**config.mk**
```make
export PLATFORM = sky130hd
export DESIGN_NAME = kmp_near_mem
export DESIGN_NICKNAME = d
export VERILOG_FILES = /design/src/sv/kmp_near_mem.sv
export SDC_FILE = /design/constraint.sdc
export NUM_CORES = 2
export LEC_CHECK = 0
export BUFFER_PORTS_ARGS = -buffer_cell sky130_fd_sc_hd__buf_2
export CORE_MARGIN = 4
export CORE_UTILIZATION = 60
export CTS_CLUSTER_DIAMETER = 150
export CTS_CLUSTER_SIZE = 28
export DETAILED_ROUTE_END_ITERATION = 16
export HOLD_SLACK_MARGIN = 0.03
export PLACE_DENSITY = 0.76
export SETUP_SLACK_MARGIN = 0.5
export SLEW_MARGIN = 20
export SYNTH_ARGS = -nofsm -noshare
export SYNTH_HDL_FRONTEND = slang
export SYNTH_SLANG_ARGS = --single-unit
```
**constraint.sdc**
```tcl
create_clock -name clk_i -period 9.65 [get_ports clk_i]
set_clock_uncertainty 0.05 [all_clocks]
set_input_delay 0.965 -clock clk_i [delete_from_list [all_inputs] [get_ports clk_i]]
set_output_delay 0.965 -clock clk_i [all_outputs]
set_load 0.02 [all_outputs]
```
**src/sv/kmp_near_mem.sv**
```systemverilog
// per-sample nearest and second-nearest medoid distance memory
module kmp_near_mem #(
  parameter int AW = 6,
  parameter int DW = 17
) (
  input  logic          clk_i,
  input  logic          we_i,
  input  logic [AW-1:0] waddr_i,
  input  logic [DW-1:0] wnear_i,
  input  logic [DW-1:0] wsec_i,
  input  logic [AW-1:0] raddr_i,
  output logic [DW-1:0] rnear_o,
  output logic [DW-1:0] rsec_o
);

  logic [2*DW-1:0] mem [2**AW];

  // write port
  always_ff @(posedge clk_i) begin
    if (we_i) begin
      mem[waddr_i] <= {wsec_i, wnear_i};
    end
  end

  // read port
  always_ff @(posedge clk_i) begin
    {rsec_o, rnear_o} <= mem[raddr_i];
  end

endmodule

```
==> summary.txt <==
Logic synthesis
  – Post-synthesis adder-cell area fraction: 0%
  – Main combinational cell family by area after synthesis: multiplexers
  – Synth Area in XOR/XNOR: 0%
  – Synth async-reset ratio: 0%
  – Syn Inst Count: 3744
  – Cell Area, Synth: 83800 µm²
  – Seq cells post-synth: 2210
  – Avg Cell Area, Syn: 22.4 µm²
  – Compound-Gate Fraction of Synth Area: 2.65%
  – Post-synthesis sequential area ratio: 78.8%
  – Number of distinct library cells after synthesis: 41
  – Post-synth EDFFs: 2176
  – Post-synthesis simple-gate area fraction: 1.97%
  – Mux contribution to synthesized area: 15.2%
  – Synth warnings: 0
  – Mapped Nets: 3792
  – Ys flop type: edfxtp_1

Detailed routing
  – Wire length per cell: 35.7 µm
  – Initial DRC count: 6474
  – Remaining DRCs: 0
  – Via density: 7.07
  – Routed Antenna Nets: 0
  – Via count: 40700
  – Routed WL: 206000 µm
  – Drt first pass iters: 6

Die
  – DIE WIDTH: 382 µm
  – Core area: 138000 µm²
  – Die Area: 146000 µm²
  – Row cnt: 136
  – Starting Density: 60.6%
  – Die H: 382 µm
  – # IOs: 82

Timing
  – Pins Over Slew Limit: 0
  – Slew @ Worst Pin: 1.17 ns
  – Unrepaired setup endpoints after global routing: false
  – Final setup vio count: 0
  – Fmax: 252 MHz
  – Final Critical Period: 3.97 ns
  – Sum Neg Setup Slack: 0 ns
  – Fin crit share: 41.1%
  – Slew HR: 22.2%
  – Hold Violations, Final: 0

Power and ir drop
  – Power per Cell Area: 181 nW/µm²
  – Total power: 16.2 mW
  – Pint: 12.8 mW
  – Register share of total power: 65.9%
  – Max rail drop VDD: 0.000170 V
  – Clock share of power: 28.2%
  – Sw Share: 21.1%
  – Psw: 3.40 mW
  – P_leak: 27.2 nW
  – Gate power share: 5.9%

Setup path
  – CP Buf/Inv Count: 4
  – Startpoint types: input port
  – Critical Path End Type: flop
  – Kind of critical path: input port to flop
  – Critical Path Max Stage Delay: 0.63 ns
  – CP delay by family, top: buffers and inverters
  – Critical path arrival: 4.58 ns
  – CP max-delay cell: nor2b_4
  – CP dominant cell by count: buf_4
  – Worst-path cell chain: buf_8 > buf_12 > nor2b_4 > buf_4 > a22oi_1 > nand4_1 > o21ai_0 > buf_4 > a21oi_1
  – Critical Path Fanout Max: 98
  – Req. time, crit path: 10.26 ns

Run status
  – Outcome: complete, no violations

Clock network
  – Clk pin slew, worst setup/hold paths: 0.11 ns
  – H-tree levels: 3
  – Clock tree sinks: 2210
  – Deepest clock path buffer count: 3
  – CTS buffer count: 88
  – Setup Buffers After CTS: 0
  – Root Buffer: clkbuf_16
  – CTS-repair resized insts: 0
  – Post-CTS Hold Fix Bufs: 0
  – Clock Latency Late Sink: 0.75 ns
  – TritonCTS clock tree: done

Global route
  – Global-route usage over all layers: 28.5%
  – First-pass GRT wire length: 294000 µm
  – Initial antenna violation count: 10
  – Largest net degree at the start of global routing: 110
  – Overflow after GRT: 0
  – Vias in the first global route: 40100

Cells and area
  – Most common cell after layout, fill and taps aside: edfxtp_1
  – Most frequent cells in the layout: edfxtp_1, mux4_2, mux2i_1
  – Filler instances: 8862
  – Layout cells sized above 1: 23.0%
  – Total Nets Final: 3862
  – Area growth from synthesis to layout: 6.93%

Placement
  – Dpl hpwl: 111000 µm
  – Port Buffers: 81
  – GPL Wtd Cong: 0.795

Flow run
  – Max-Cap Viols: 0

Hold path
  – Min-Delay Path Class: input port to flop
cell type report:
type                            count  area [µm²]  area share, %
Tap cell                         1863        2330           2.60
Clock buffer                      159        2540           2.84
Clock inverter                      3        26.3         0.0293
Multi-Input combinational cell   1319       17100           19.1
Timing Repair Buffer              194        1480           1.65
Antenna cell                        9        22.5         0.0251
Sequential cell                  2210       66000           73.7
Inverter                            1        3.75        0.00419
worst paths after layout:
kind | startpoint | depth (start not counted) | slack (ns) | to
hold / removal | wnear_i[15] | 1 | 0.57 | mem[6][15]$_DFFE_PP_
setup reg to reg | mem[19][7]$_DFFE_PP_ | 6 | 7.20 | rnear_o[7]$_DFF_P_
hold reg to reg | mem[11][8]$_DFFE_PP_ | 4 | 0.80 | rnear_o[8]$_DFF_P_
setup / recovery | raddr_i[2] | 9 | 5.68 | rnear_o[7]$_DFF_P_
cell usage after synthesis, types with 12 or more instances:
| master | number | area share [%] |
|---|---|---|
| edfxtp_1 | 2176 | 78 |
| mux4_2 | 472 | 13 |
| mux2i_1 | 150 | 1.8 |
| clkbuf_1 | 89 | 0.40 |
| nor2_1 | 89 | 0.40 |
| o22ai_1 | 85 | 0.63 |
| nand2_1 | 80 | 0.36 |
| nand3_1 | 69 | 0.41 |
| buf_2 | 63 | 0.38 |
| a22oi_1 | 55 | 0.49 |
| mux2_2 | 54 | 0.73 |
| nand4_1 | 46 | 0.34 |
| o221ai_1 | 39 | 0.41 |
| dfxtp_1 | 34 | 0.81 |
| a221o_1 | 24 | 0.29 |
| nor2b_1 | 23 | 0.17 |
| a211oi_1 | 22 | 0.20 |
| buf_1 | 22 | 0.099 |
| buf_4 | 18 | 0.16 |
| a21oi_1 | 17 | 0.10 |
| buf_6 | 16 | 0.22 |
| and3_1 | 12 | 0.090 |
flip-flops by register name, indices dropped and copies added, names as in the netlist:
name,count
rsec_o,17
mem,2176
rnear_o,17
power by group through the flow:
stage          Clock (mW)  Combinational [mW]  Sequential (mW)
2_1_floorplan           0               0.519             10.9
3_3_place_gp            0               0.934             10.9
3_5_place_dp            0               0.950             10.9
4_1_cts              4.59               0.953             10.7
5_1_grt              4.97                1.01             10.7
6_report             4.55               0.957             10.7
cells by family after synthesis:
| logic type | after synthesis |
|---|---|
| AOI/OAI and AO/OA | 297 |
| buffers and inverters | 215 |
| DFF | 2210 |
| muxes | 676 |
| and+or+nand+nor | 346 |
stage by stage:
| stage | cell area (µm²) | utilization [%] | setup WS [ns] | std cells | hold WS (ns) |
|---|---|---|---|---|---|
| floorplan | 83800 | - | 5.33 | 3744 | 0.722 |
| global placement | 86800 | 62.9 | 5.04 | 5583 | 0.767 |
| detailed placement | 86800 | 62.9 | 5.06 | 5583 | 0.765 |
| CTS | 89400 | 64.7 | 5.86 | 5745 | 0.753 |
| global route | 89600 | 64.8 | 5.68 | 5750 | 0.550 |
| finish | 89600 | 64.8 | 5.68 | 5758 | 0.571 |
per-layer routing:
metal / vias to the layer above / GRT usage, % / wire length [µm]
met2: 2859 / 43.9 / 97900
met1: 21500 / 41.6 / 74200
met5: - / 0 / 41
met3: 386 / 5.56 / 24700
met4: 6 / 10.1 / 9000
li1: 16000 / - / -
(Power assumes the default switching activity.)
